`config.mk`:
```
export PLATFORM = sky130hd
export DESIGN_NAME = periodic_alarm_timer_table_unit_flat
export DESIGN_NICKNAME = d
export VERILOG_FILES = /design/src/rtl/patt_pkg.sv /design/src/rtl/patt_if.sv /design/src/rtl/periodic_alarm_timer_table_unit.sv /design/src/rtl/patt_front.sv /design/src/rtl/patt_engine.sv /design/src/flat_wrapper.sv
export SDC_FILE = /design/constraint.sdc
export NUM_CORES = 2
export LEC_CHECK = 0
export ABC_AREA = 0
export BUFFER_PORTS_ARGS = -buffer_cell sky130_fd_sc_hd__buf_4
export CORE_UTILIZATION = 65
export DETAILED_ROUTE_END_ITERATION = 16
export HOLD_SLACK_MARGIN = 0.05
export PLACE_DENSITY_LB_ADDON = 0.15
export REMOVE_ABC_BUFFERS = 1
export SLEW_MARGIN = 20
export SYNTH_ARGS = -nofsm -noshare
export SYNTH_HDL_FRONTEND = slang
export SYNTH_HIERARCHICAL = 1
export SYNTH_SLANG_ARGS = --single-unit
export TNS_END_PERCENT = 30
```
`constraint.sdc`:
```
create_clock -name clk -period 27.7 [get_ports clk]
set_clock_uncertainty 0.05 [all_clocks]
set_input_delay 0 -clock clk [delete_from_list [all_inputs] [get_ports clk]]
set_output_delay 0 -clock clk [all_outputs]
set_load 0.01 [all_outputs]
```
`src/rtl/patt_pkg.sv`:
```
package patt_pkg;

  typedef enum logic [1:0] {
    MODE_REG   = 2'd0,
    MODE_UNREG = 2'd1,
    MODE_CLEAR = 2'd2,
    MODE_TICK  = 2'd3
  } mode_t;

  typedef enum logic [2:0] {
    KIND_REG_ACK   = 3'd0,
    KIND_UNREG_ACK = 3'd1,
    KIND_CLEAR_ACK = 3'd2,
    KIND_FIRED     = 3'd3,
    KIND_IDLE_TICK = 3'd4
  } kind_t;

  localparam int MAX_FIRE = 16;
  localparam logic [31:0] T_MAX = 32'hFFFF_FFFF;

  typedef struct packed {
    logic [1:0]  mode;
    logic [31:0] interval_sec;
    logic        repeat_req;
    logic [15:0] alarm_id;
  } cmd_t;

  typedef struct packed {
    logic [2:0]  kind;
    logic [15:0] result_id;
    logic        ok;
    logic        last;
    logic [31:0] next_delay;
    logic [15:0] next_alarm_id;
  } res_t;

  function automatic logic [31:0] sat_add(input logic [31:0] a, input logic [31:0] b);
    logic [32:0] s;
    s = {1'b0, a} + {1'b0, b};
    return s[32] ? T_MAX : s[31:0];
  endfunction

endpackage

```
`src/rtl/patt_if.sv`:
```
interface patt_cmd_if import patt_pkg::*; ();
  logic valid;
  logic ready;
  cmd_t data;
  modport source (output valid, output data, input ready);
  modport sink (input valid, input data, output ready);
endinterface

interface patt_res_if import patt_pkg::*; ();
  logic valid;
  logic ready;
  res_t data;
  modport source (output valid, output data, input ready);
  modport sink (input valid, input data, output ready);
endinterface

```
`src/rtl/periodic_alarm_timer_table_unit.sv`:
```
// Alarm timer table with a seconds counter. Commands enter a two-word queue;
// the engine then visits one slot per cycle for register, unregister, clear
// and tick, and waits whenever the result side stalls. Every result word reports
// the delay to, and id of, the earliest pending alarm.
module periodic_alarm_timer_table_unit import patt_pkg::*; #(
  parameter int NUM_SLOTS = 16,
  parameter int ID_BITS   = 16
) (
  input  logic clk,
  input  logic rst_n,
  patt_cmd_if.sink   in_cmd,
  patt_res_if.source out_res
);
  patt_cmd_if q_if ();

  patt_front u_front (
    .clk(clk), .rst_n(rst_n), .cmd_in(in_cmd), .cmd_out(q_if.source)
  );

  patt_engine #(.NUM_SLOTS(NUM_SLOTS), .ID_BITS(ID_BITS)) u_engine (
    .clk(clk), .rst_n(rst_n), .cmd(q_if.sink), .res(out_res)
  );
endmodule

```
`src/rtl/patt_front.sv`:
```
// Accepts command words and holds them in a two-entry queue for the engine.
module patt_front import patt_pkg::*; (
  input  logic clk,
  input  logic rst_n,
  patt_cmd_if.sink   cmd_in,
  patt_cmd_if.source cmd_out
);
  cmd_t     q_r [2];
  logic [1:0] cnt_r;
  logic     rd_r;
  logic     wr_r;

  logic push, pop;
  assign cmd_in.ready  = (cnt_r != 2'd2);
  assign push          = cmd_in.valid && cmd_in.ready;
  assign cmd_out.valid = (cnt_r != 2'd0);
  assign cmd_out.data  = q_r[rd_r];
  assign pop           = cmd_out.valid && cmd_out.ready;

  always_ff @(posedge clk) begin
    if (!rst_n) begin
      cnt_r <= '0;
      rd_r  <= 1'b0;
      wr_r  <= 1'b0;
    end else begin
      if (push) begin
        q_r[wr_r] <= cmd_in.data;
        wr_r <= ~wr_r;
      end
      if (pop) rd_r <= ~rd_r;
      cnt_r <= cnt_r + {1'b0, push} - {1'b0, pop};
    end
  end
endmodule

```
`src/rtl/patt_engine.sv`:
```
// Executes commands against the slot table, one slot visited per cycle.
module patt_engine import patt_pkg::*; #(
  parameter int NUM_SLOTS = 16,
  parameter int ID_BITS   = 16
) (
  input  logic clk,
  input  logic rst_n,
  patt_cmd_if.sink   cmd,
  patt_res_if.source res
);
  localparam int SW = (NUM_SLOTS > 1) ? $clog2(NUM_SLOTS) : 1;
  localparam int CW = $clog2(NUM_SLOTS + 1);
  localparam int FW = $clog2(MAX_FIRE + 1);

  typedef enum logic [2:0] {
    S_IDLE, S_FIND, S_ACT, S_SCAN, S_EMIT
  } state_t;

  state_t state_r;
  cmd_t   cmd_r;
  logic [NUM_SLOTS-1:0] valid_r, fired_r;
  logic [ID_BITS-1:0]   id_r [NUM_SLOTS];
  logic [31:0]          intv_r [NUM_SLOTS];
  logic                 rep_r [NUM_SLOTS];
  logic [31:0]          due_r [NUM_SLOTS];
  logic [31:0]          now_r;
  logic [ID_BITS-1:0]   idc_r;
  logic [CW-1:0]        idx_r;
  logic                 hit_r;
  logic [SW-1:0]        hit_slot_r;
  logic [31:0]          b_due_r;
  logic [ID_BITS-1:0]   b_id_r;
  logic                 due_pass_r;   // scanning for due alarms, else for earliest pending
  logic                 more_r;       // another unfired alarm is still due
  logic [FW-1:0]        nfire_r;
  res_t                 out_r;
  logic                 out_v_r;
  kind_t                kind_r;
  logic [15:0]          rid_r;
  logic                 ok_r;
  logic                 last_r;

  logic [SW-1:0] si;
  logic          cand, better;
  assign si = idx_r[SW-1:0];
  assign cand = valid_r[si] && !(due_pass_r && (fired_r[si] || due_r[si] > now_r));
  assign better = !hit_r || (due_r[si] < b_due_r) ||
                  ((due_r[si] == b_due_r) && (id_r[si] < b_id_r));

  logic [ID_BITS-1:0] new_id, nxt_idc;
  assign new_id  = (idc_r == '0) ? {{(ID_BITS-1){1'b0}}, 1'b1} : idc_r;
  assign nxt_idc = ((new_id + 1'b1) == '0) ? {{(ID_BITS-1){1'b0}}, 1'b1} : new_id + 1'b1;

  assign cmd.ready = (state_r == S_IDLE);
  assign res.valid = out_v_r;
  assign res.data  = out_r;

  always_ff @(posedge clk) begin
    if (!rst_n) begin
      state_r <= S_IDLE;
      valid_r <= '0;
      fired_r <= '0;
      now_r   <= '0;
      idc_r   <= {{(ID_BITS-1){1'b0}}, 1'b1};
      out_v_r <= 1'b0;
      idx_r   <= '0;
      hit_r   <= 1'b0;
      due_pass_r <= 1'b0;
      more_r  <= 1'b0;
      nfire_r <= '0;
    end else begin
      if (res.ready) out_v_r <= 1'b0;
      unique case (state_r)
        S_IDLE: begin
          if (cmd.valid) begin
            cmd_r <= cmd.data;
            idx_r <= '0;
            hit_r <= 1'b0;
            fired_r <= '0;
            nfire_r <= '0;
            due_pass_r <= 1'b0;
            if (cmd.data.mode == MODE_TICK) begin
              now_r <= sat_add(now_r, 32'd1);
              due_pass_r <= 1'b1;
              state_r <= S_SCAN;
            end else if (cmd.data.mode == MODE_CLEAR) begin
              valid_r <= '0;
              kind_r <= KIND_CLEAR_ACK; rid_r <= '0; ok_r <= 1'b0; last_r <= 1'b1;
              state_r <= S_SCAN;
            end else begin
              state_r <= S_FIND;
            end
          end
        end
        S_FIND: begin
          // Lowest free slot for register, lowest matching slot for unregister.
          if (!hit_r) begin
            if (cmd_r.mode == MODE_REG ? !valid_r[si]
                : (valid_r[si] && (16'(id_r[si]) == cmd_r.alarm_id) &&
                   (ID_BITS <= 16 || (id_r[si] >> 16) == '0))) begin
              hit_r <= 1'b1;
              hit_slot_r <= si;
            end
          end
          if (idx_r == CW'(NUM_SLOTS - 1)) state_r <= S_ACT;
          else idx_r <= idx_r + 1'b1;
        end
        S_ACT: begin
          last_r <= 1'b1;
          if (cmd_r.mode == MODE_REG) begin
            kind_r <= KIND_REG_ACK;
            if (hit_r) begin
              valid_r[hit_slot_r] <= 1'b1;
              id_r[hit_slot_r]    <= new_id;
              intv_r[hit_slot_r]  <= cmd_r.interval_sec;
              rep_r[hit_slot_r]   <= cmd_r.repeat_req;
              due_r[hit_slot_r]   <= sat_add(now_r, cmd_r.interval_sec);
              idc_r <= nxt_idc;
              rid_r <= 16'(new_id); ok_r <= 1'b1;
            end else begin
              rid_r <= '0; ok_r <= 1'b0;
            end
          end else begin
            kind_r <= KIND_UNREG_ACK;
            if (hit_r) begin
              valid_r[hit_slot_r] <= 1'b0;
              rid_r <= cmd_r.alarm_id; ok_r <= 1'b1;
            end else begin
              rid_r <= '0; ok_r <= 1'b0;
            end
          end
          idx_r <= '0; hit_r <= 1'b0; due_pass_r <= 1'b0;
          state_r <= S_SCAN;
        end
        S_SCAN: begin
          if (cand && better) begin
            hit_r <= 1'b1; hit_slot_r <= si;
            b_due_r <= due_r[si]; b_id_r <= id_r[si];
          end
          // The pending pass also tells whether the tick has more to fire.
          if (!due_pass_r && valid_r[si] && !fired_r[si] && due_r[si] <= now_r)
            more_r <= 1'b1;
          if (idx_r == CW'(NUM_SLOTS - 1)) state_r <= S_EMIT;
          else idx_r <= idx_r + 1'b1;
        end
        S_EMIT: begin
          if (due_pass_r) begin
            // Take the earliest due alarm, or report a tick with nothing due.
            idx_r <= '0; hit_r <= 1'b0; due_pass_r <= 1'b0; more_r <= 1'b0;
            if (hit_r) begin
              fired_r[hit_slot_r] <= 1'b1;
              nfire_r <= nfire_r + 1'b1;
              kind_r <= KIND_FIRED; rid_r <= 16'(b_id_r); ok_r <= 1'b0;
              if (rep_r[hit_slot_r] && intv_r[hit_slot_r] != '0)
                due_r[hit_slot_r] <= sat_add(now_r, intv_r[hit_slot_r]);
              else
                valid_r[hit_slot_r] <= 1'b0;
              last_r <= 1'b0;
            end else begin
              kind_r <= KIND_IDLE_TICK; rid_r <= '0; ok_r <= 1'b0; last_r <= 1'b1;
            end
            state_r <= S_SCAN;
          end else if (!out_v_r || res.ready) begin
            out_v_r <= 1'b1;
            out_r.kind <= kind_r;
            out_r.result_id <= rid_r;
            out_r.ok <= ok_r;
            out_r.last <= last_r ||
                          (kind_r == KIND_FIRED && (nfire_r == FW'(MAX_FIRE) || !more_r));
            out_r.next_delay <= (hit_r && b_due_r > now_r) ? b_due_r - now_r : '0;
            out_r.next_alarm_id <= hit_r ? 16'(b_id_r) : '0;
            if (kind_r == KIND_FIRED && nfire_r != FW'(MAX_FIRE) && more_r && !last_r) begin
              idx_r <= '0; hit_r <= 1'b0; due_pass_r <= 1'b1;
              state_r <= S_SCAN;
            end else begin
              state_r <= S_IDLE;
            end
          end
        end
        default: state_r <= S_IDLE;
      endcase
    end
  end
endmodule

```
`src/flat_wrapper.sv`:
```
// flat-port wrapper written by rule: the top's interface ports become plain ports
module periodic_alarm_timer_table_unit_flat import patt_pkg::*;
#(
  parameter int NUM_SLOTS = 16,
  parameter int ID_BITS   = 16
)
  (clk, rst_n, in_cmd_valid, in_cmd_data, in_cmd_ready, out_res_valid, out_res_data, out_res_ready);
  patt_cmd_if in_cmd_i ();
  patt_res_if out_res_i ();
  input  logic clk;
  input  logic rst_n;
  input wire logic [$bits(in_cmd_i.valid)-1:0] in_cmd_valid;
  input wire logic [$bits(in_cmd_i.data)-1:0] in_cmd_data;
  output wire logic [$bits(in_cmd_i.ready)-1:0] in_cmd_ready;
  output wire logic [$bits(out_res_i.valid)-1:0] out_res_valid;
  output wire logic [$bits(out_res_i.data)-1:0] out_res_data;
  input wire logic [$bits(out_res_i.ready)-1:0] out_res_ready;
  assign in_cmd_i.valid = in_cmd_valid;
  assign in_cmd_i.data = in_cmd_data;
  assign in_cmd_ready = in_cmd_i.ready;
  assign out_res_valid = out_res_i.valid;
  assign out_res_data = out_res_i.data;
  assign out_res_i.ready = out_res_ready;
  periodic_alarm_timer_table_unit #(.NUM_SLOTS(NUM_SLOTS), .ID_BITS(ID_BITS)) u_core (.clk(clk), .rst_n(rst_n), .in_cmd(in_cmd_i), .out_res(out_res_i));
endmodule
```
After elaboration in Yosys (flattened, before gate mapping)
Memories as Yosys holds them, arrays and structs flattened. A register that Yosys moved wholly into a read port is not among the register bits.
Cells that the tools add are included.
{"block": "word_totals", "reg_bits": 294, "in_bits": 55, "elab_cells": 263, "n_memories": 5, "latchBits": 0, "rom_bits": 0, "ramBits": 1398, "out_inout_bits": 71}
{"name": "u_core.u_engine.due_r", "depth": 16, "word_bits": 32, "rd": 1, "rd_clocked_by_memory_dff": 1, "write_ports": 1, "line": "patt_engine.sv:25", "source": "logic [31:0] due_r [NUM_SLOTS];"}
{"name": "u_core.u_engine.intv_r", "depth": 16, "word_bits": 32, "rd": 1, "rd_clocked_by_memory_dff": 1, "write_ports": 1, "line": "patt_engine.sv:23", "source": "logic [31:0] intv_r [NUM_SLOTS];"}
{"name": "u_core.u_engine.id_r", "depth": 16, "word_bits": 16, "rd": 1, "rd_clocked_by_memory_dff": 1, "write_ports": 1, "line": "patt_engine.sv:22", "source": "logic [ID_BITS-1:0] id_r [NUM_SLOTS];"}
{"name": "u_core.u_front.q_r", "depth": 2, "word_bits": 51, "rd": 1, "rd_clocked_by_memory_dff": 1, "write_ports": 1, "line": "patt_front.sv:8", "source": "cmd_t q_r [2];"}
{"name": "u_core.u_engine.rep_r", "depth": 16, "word_bits": 1, "rd": 1, "rd_clocked_by_memory_dff": 1, "write_ports": 1, "line": "patt_engine.sv:24", "source": "logic rep_r [NUM_SLOTS];"}
{"block": "classes", "magnitude_cmp": 8, "n_eq_ne": 29, "div_mod_pow": 0, "n_mul": 0, "muxes": 115, "n_shift": 0, "add_sub_neg": 9, "n_bitwise": 8, "reduce_logical": 58}
{"operator": "2-to-1 mux 16 bit", "count": 19}
{"operator": "2-to-1 mux 32 bit", "count": 4}
{"operator": "case mux 16 bit (3 select lines)", "count": 2}
{"operator": "adder 32 x 32 -> 33 bit", "count": 2}
{"operator": "> comparator 32 bit", "count": 2}
{"operator": "2-to-1 mux 1 bit", "count": 47}
{"operator": "2-to-1 mux 4 bit", "count": 9}
{"operator": "2-to-1 mux 5 bit", "count": 7}
{"operator": "adder 32 x 1 -> 33 bit, second input constant", "count": 1}
{"operator": "equality test 32 bit", "count": 1}
{"operator": "<= comparator 32 bit", "count": 1}
{"operator": "zero test 16 bit", "count": 2}
{"operator": "< comparator 32 bit", "count": 1}
{"operator": "OR 16 bit", "count": 2}
{"operator": "case mux 16 bit (2 select lines)", "count": 1}
{"operator": "nonzero test 32 bit", "count": 1}
{"operator": "subtractor 32 bit", "count": 1}
{"operator": "2-to-1 mux 3 bit", "count": 10}
{"operator": "inequality test 2 bit, second input constant", "count": 15}
{"operator": "case mux 5 bit (4 select lines)", "count": 1}
{"operator": "logical AND 1 bit", "count": 17}
{"operator": "adder 16 x 1 -> 16 bit, second input constant", "count": 1}
{"operator": "bitwise AND 16 bit", "count": 1}
{"operator": "equality test 16 bit", "count": 1}
{"operator": "42 further kinds", "count": 78}

Logic depth before layout (Yosys ltp)
{"block": "logic_depth", "ltp_word": 10, "mapped_depth": 20, "mapped_depth_nobuf": 16}

Cells and area by module
The synthesis kept the hierarchy.
{"mod": "patt_engine", "area_each_um2": 67554.8, "cells_per_inst": 3941, "seq_area_each_um2": 46814.9, "instances": 1}
{"mod": "patt_front", "area_each_um2": 4171.5, "cells_per_inst": 184, "seq_area_each_um2": 3163.0, "instances": 1}

Least setup slack after synthesis
No wires, ideal clock.
{"block": "synth_path", "path_type": "reg2reg", "startpoint": "register with a tool-made name", "endpoint": "register u_core.u_engine.b_due_r[0] (read register of u_core.u_engine.due_r) (enable)", "setup_time_ps": 523, "stages_incl_launch_ff": 18, "slack_ps": 18775, "required_ps": 27127, "period_less_slack_ps": 8925, "path_buffers": 6, "arrival_ps": 8352, "cell_sequence": "dfxtp_1 -> buf_6 -> buf_6 -> buf_4 -> buf_2 -> buf_1 -> buf_1 -> mux4_2 -> mux4_2 -> ha_1 -> nand4_1 -> nor2_1 -> nand2_1 -> or3_1 -> o41ai_1 -> o31ai_1 -> a221oi_1 -> nor3b_1"}
{"element": "to (decl)", "line": "patt_engine.sv:31", "source": "logic [31:0] b_due_r;"}

==> results.txt <==
- Clock Pin Slew Worst Setup and Hold Paths: ~0.060 ns
- Entering global routing, the biggest net connects around 100 pins.
* Worst max-slew margin expressed relative to the limit: between 20 and 25%
* Async SR Flop Fraction: 0%
- The worst setup path is launched from a register.
- Post-Synthesis Cells: between 4000 and 5000
- Total global routing track utilization: about a third
* Post-route fraction of the period consumed by the critical path: a little over a quarter
* Clock Path Buffers: 3
- Number of maximum-capacitance violations: 0
* Total CTS buffers: approximately 170
- Sequential cells were found to cover 69.7% of the synthesized design area.
- VDD sags by at most approximately 90 µV.
- In this run the most critical hold path is launched from in_cmd_valid.
* Vias in the first global route: 40778
- STA puts the critical path data required time at between 20 and 30 ns.
- Count leader, synth: sky130_fd_sc_hd__edfxtp_1
- Number of max-slew violations in the final report: 0
- Initial Util: 65.7%
- The count of nets left with antenna violations once routing finished came out at 0.
* Number of design-rule violations left by the first detailed-router iteration: 4995
- Io pins: around 130
- Total Routed Length: 184000 µm
* Critical path arrival: 7.59 ns
* Relative area change from synthesis to final layout: 13.1%
* Count of antenna diodes in the layout: 0
- Global routing finished with a remaining overflow of 0.
- STA classifies the critical path endpoint as a register.
- Final critical path time including I/O delays and setup: around 7.2 ns
* Root cell of the clock tree: sky130_fd_sc_hd__clkbuf_16
- Wire length of the first global-routing pass: 268000 µm
- Largest cells by area after synthesis: sky130_fd_sc_hd__edfxtp_1 (67%), sky130_fd_sc_hd__mux4_2 (11%), sky130_fd_sc_hd__ha_1 (3.2%)
* Synth cell types: between 70 and 80
- Number of synthesized flops with an enable pin: roughly 1600
* Top post-synthesis cells by count: sky130_fd_sc_hd__edfxtp_1 (1591), sky130_fd_sc_hd__mux4_2 (359), sky130_fd_sc_hd__nor2_1 (241), sky130_fd_sc_hd__nand2_1 (185), sky130_fd_sc_hd__ha_1 (182)
- The floorplan step defined a die boundary enclosing roughly 110000 µm².
* Number of detailed-route iterations in the first pass: 8
- The wire-length estimate of the detail-placed layout is 107000 µm.
- The highest layer touched by signal routing is met5.
* Wire per inst: between 30 and 40 µm
- Setup violations remaining at the end of the flow were counted as 0.
- The floorplan step set the die width to roughly 330 µm.
- Top_reg_cell synth: sky130_fd_sc_hd__edfxtp_1
- Via total after detailed routing: between 40000 and 50000
* Worst skew pair latency: approximately 0.79 ns
- After detailed placement, the total cell area comes to around 74000 µm².
* Class of the tightest hold or removal check: in2reg
- After routing the design area is ~81000 µm².
- The cell area that synthesis handed to floorplanning was roughly 72000 µm².
- At the pin with the least slew margin, the transition time is roughly 1.2 ns.
- In the routed layout, each cell is associated on average with a via count of roughly 6.7.
- In the routed design, unresolved DRC markers number 0.
- Number of rows in the core area: 121
* Final-layout fill cell count: approximately 6200
- CTS tree: done
- The analysis attributes to cell leakage a power of 27.1 nW.
- Met2 Wirelength: between 90000 and 100000 µm
* Setup CP Type: reg2reg
- Setup fix buffers added after clock tree synthesis: 0
* Count of state elements after synthesis: about 1700
* Largest fanout on the critical path: 41
- Setup TNS: 0 ns
- Average size of a mapped cell: between 15 and 20 µm²
* Deepest level of the CTS H-tree: 4
- Number of antenna violations at the first check in global routing: 6
- The final count of hold timing violations was 0.
* Setup repair after global routing missed its margin: no
- Fraction of layout cells with a size suffix above 1: about a fifth
- In the final layout, flip-flops and latches occupy about 50000 µm².
* Nets: between 4000 and 5000
- I/O Buffers: around 130
- The detailed router put a total of slightly below 70000 µm of wire on met1.
- The floorplan step defined a core boundary enclosing 109000 µm².
- Top cell type by total area after synthesis: sky130_fd_sc_hd__edfxtp_1
* Max frequency: ~0.14 GHz
* Synth top area share: between 60% and 70%
- Summing all multi-input logic gate instances after layout gives between 20000 and 25000 µm².
- Outcome: finished, final reports clean
- Power spread over the standard cell area amounts to approximately 76 nW/µm².
- Met3 Routed Length: around 18000 µm
* Placer Congestion: 0.901
* R2R Setup Slk: about 20 ns
* Total clock sinks: 1701
- Die span in y: roughly 330 µm
- Yosys warnings: 6
## where the power goes
group,switching [mW],internal (mW)
combinational,0.472,0.369
clock,0.971,1.34
sequential,0.0982,2.92
## path summary, 6_finish.rpt
| path | end | depth (start not counted) |
|---|---|---|
| setup reg to reg | u_core/u_engine/b_due_r[30]$_DFFE_PP_ | 14 |
| setup / recovery | u_core/u_engine/b_due_r[30]$_DFFE_PP_ | 14 |
| hold / removal | u_core/u_front/wr_r$_SDFFE_PN0P_ | 4 |
| hold reg to reg | u_core/u_engine/res.data[49]$_DFFE_PP_ | 0 |
## layer usage
layer / vias up / global-route usage (%)
met3: 417 / 5.62
met2: 2451 / 55.4
li1: 17053 / -
met1: 20591 / 44.7
met5: - / 0
met4: 6 / 14.7
## flip-flops by register name (all words and copies together), names as in the netlist, 32 cells and up, named ones only
register / count
u_core/u_engine/now_r: 32
u_core/u_engine/due_r: 512
u_core/u_engine/cmd_r: 51
u_core/u_engine/b_due_r: 32
u_core/u_engine/id_r: 256
u_core/u_front/q_r: 102
u_core/u_engine/intv_r: 512
u_core/u_engine/res.data: 69
## cell usage in the layout, fill, tap and decap left out, drive strengths merged, types with 19 or more instances in the layout
cell type and n:
xnor2 82, mux2 60, dlygate4sd3 108, nor2b 34, clkbuf 218, nand2 185, mux2i 60, a22oi 74
nand3 57, buf 199, nor2 241, edfxtp 1591, a21oi 178, ha 182, o21ai 91, nand2b 31
dfxtp 110, clkinv 54, nand4 45, a211oi 25, and3 25, inv 135, xor2 66, nor3 42
mux4 359, o22a 30, a21o 52, bufinv 19
## cells by family after synthesis
group	Yosys count	share of synthesized area, %
AO/OA/AOI/OAI	580	5.27
flip-flops	1701	69.7
XOR/XNOR	148	1.81
buffers and inverters	307	1.91
AND/OR/NAND/NOR	725	4.72
adder cells (fa/ha/maj)	185	3.26
multiplexers	479	13.4
## critical path, cell delays in order (launching register included)
cell and delay [ns]:
sky130_fd_sc_hd__dfxtp_4 0.91, sky130_fd_sc_hd__buf_4 0.74, sky130_fd_sc_hd__buf_4 0.59, sky130_fd_sc_hd__mux4_2 0.58, sky130_fd_sc_hd__mux4_2 0.55, sky130_fd_sc_hd__ha_1 0.32
sky130_fd_sc_hd__a21o_1 0.16, sky130_fd_sc_hd__a21oi_1 0.14, sky130_fd_sc_hd__nor2b_1 0.06, sky130_fd_sc_hd__a2111oi_0 0.64, sky130_fd_sc_hd__o21ai_0 0.45, sky130_fd_sc_hd__o21bai_1 0.35
sky130_fd_sc_hd__a221oi_1 0.39, sky130_fd_sc_hd__nor3b_2 0.31, sky130_fd_sc_hd__buf_4 0.47
## repair_timing
item                      CTS  global route
hold buffers              108             0
gates resized for setup     0             0
hold endpoints to repair  150             0
## stage by stage
step	total power, mW	util (%)	cells	hold slack [ns]	setup slack [ns]
6_report	6.17	74.3	6034	0.122	20.46
5_1_grt	6.35	74.3	6034	0.133	20.03
4_1_cts	6.18	74.3	6034	0.0609	20.49
3_5_place_dp	3.88	68.2	5615	0.137	20.54
3_3_place_gp	3.87	68.2	5615	0.135	20.54
2_1_floorplan	3.70	-	3940	0.0262	13.68
## layout make-up
| cell class | instances | area share (%) |
|---|---|---|
| inverters | 122 | 0.566 |
| multi-input cells | 2117 | 25.5 |
| clock buffers | 218 | 5.57 |
| repair buffers | 307 | 3.19 |
| flip-flops and latches | 1701 | 61.6 |
| clock inverters | 93 | 1.32 |
| well taps | 1476 | 2.28 |
No activity file was read; power rests on OpenSTA's default activity.
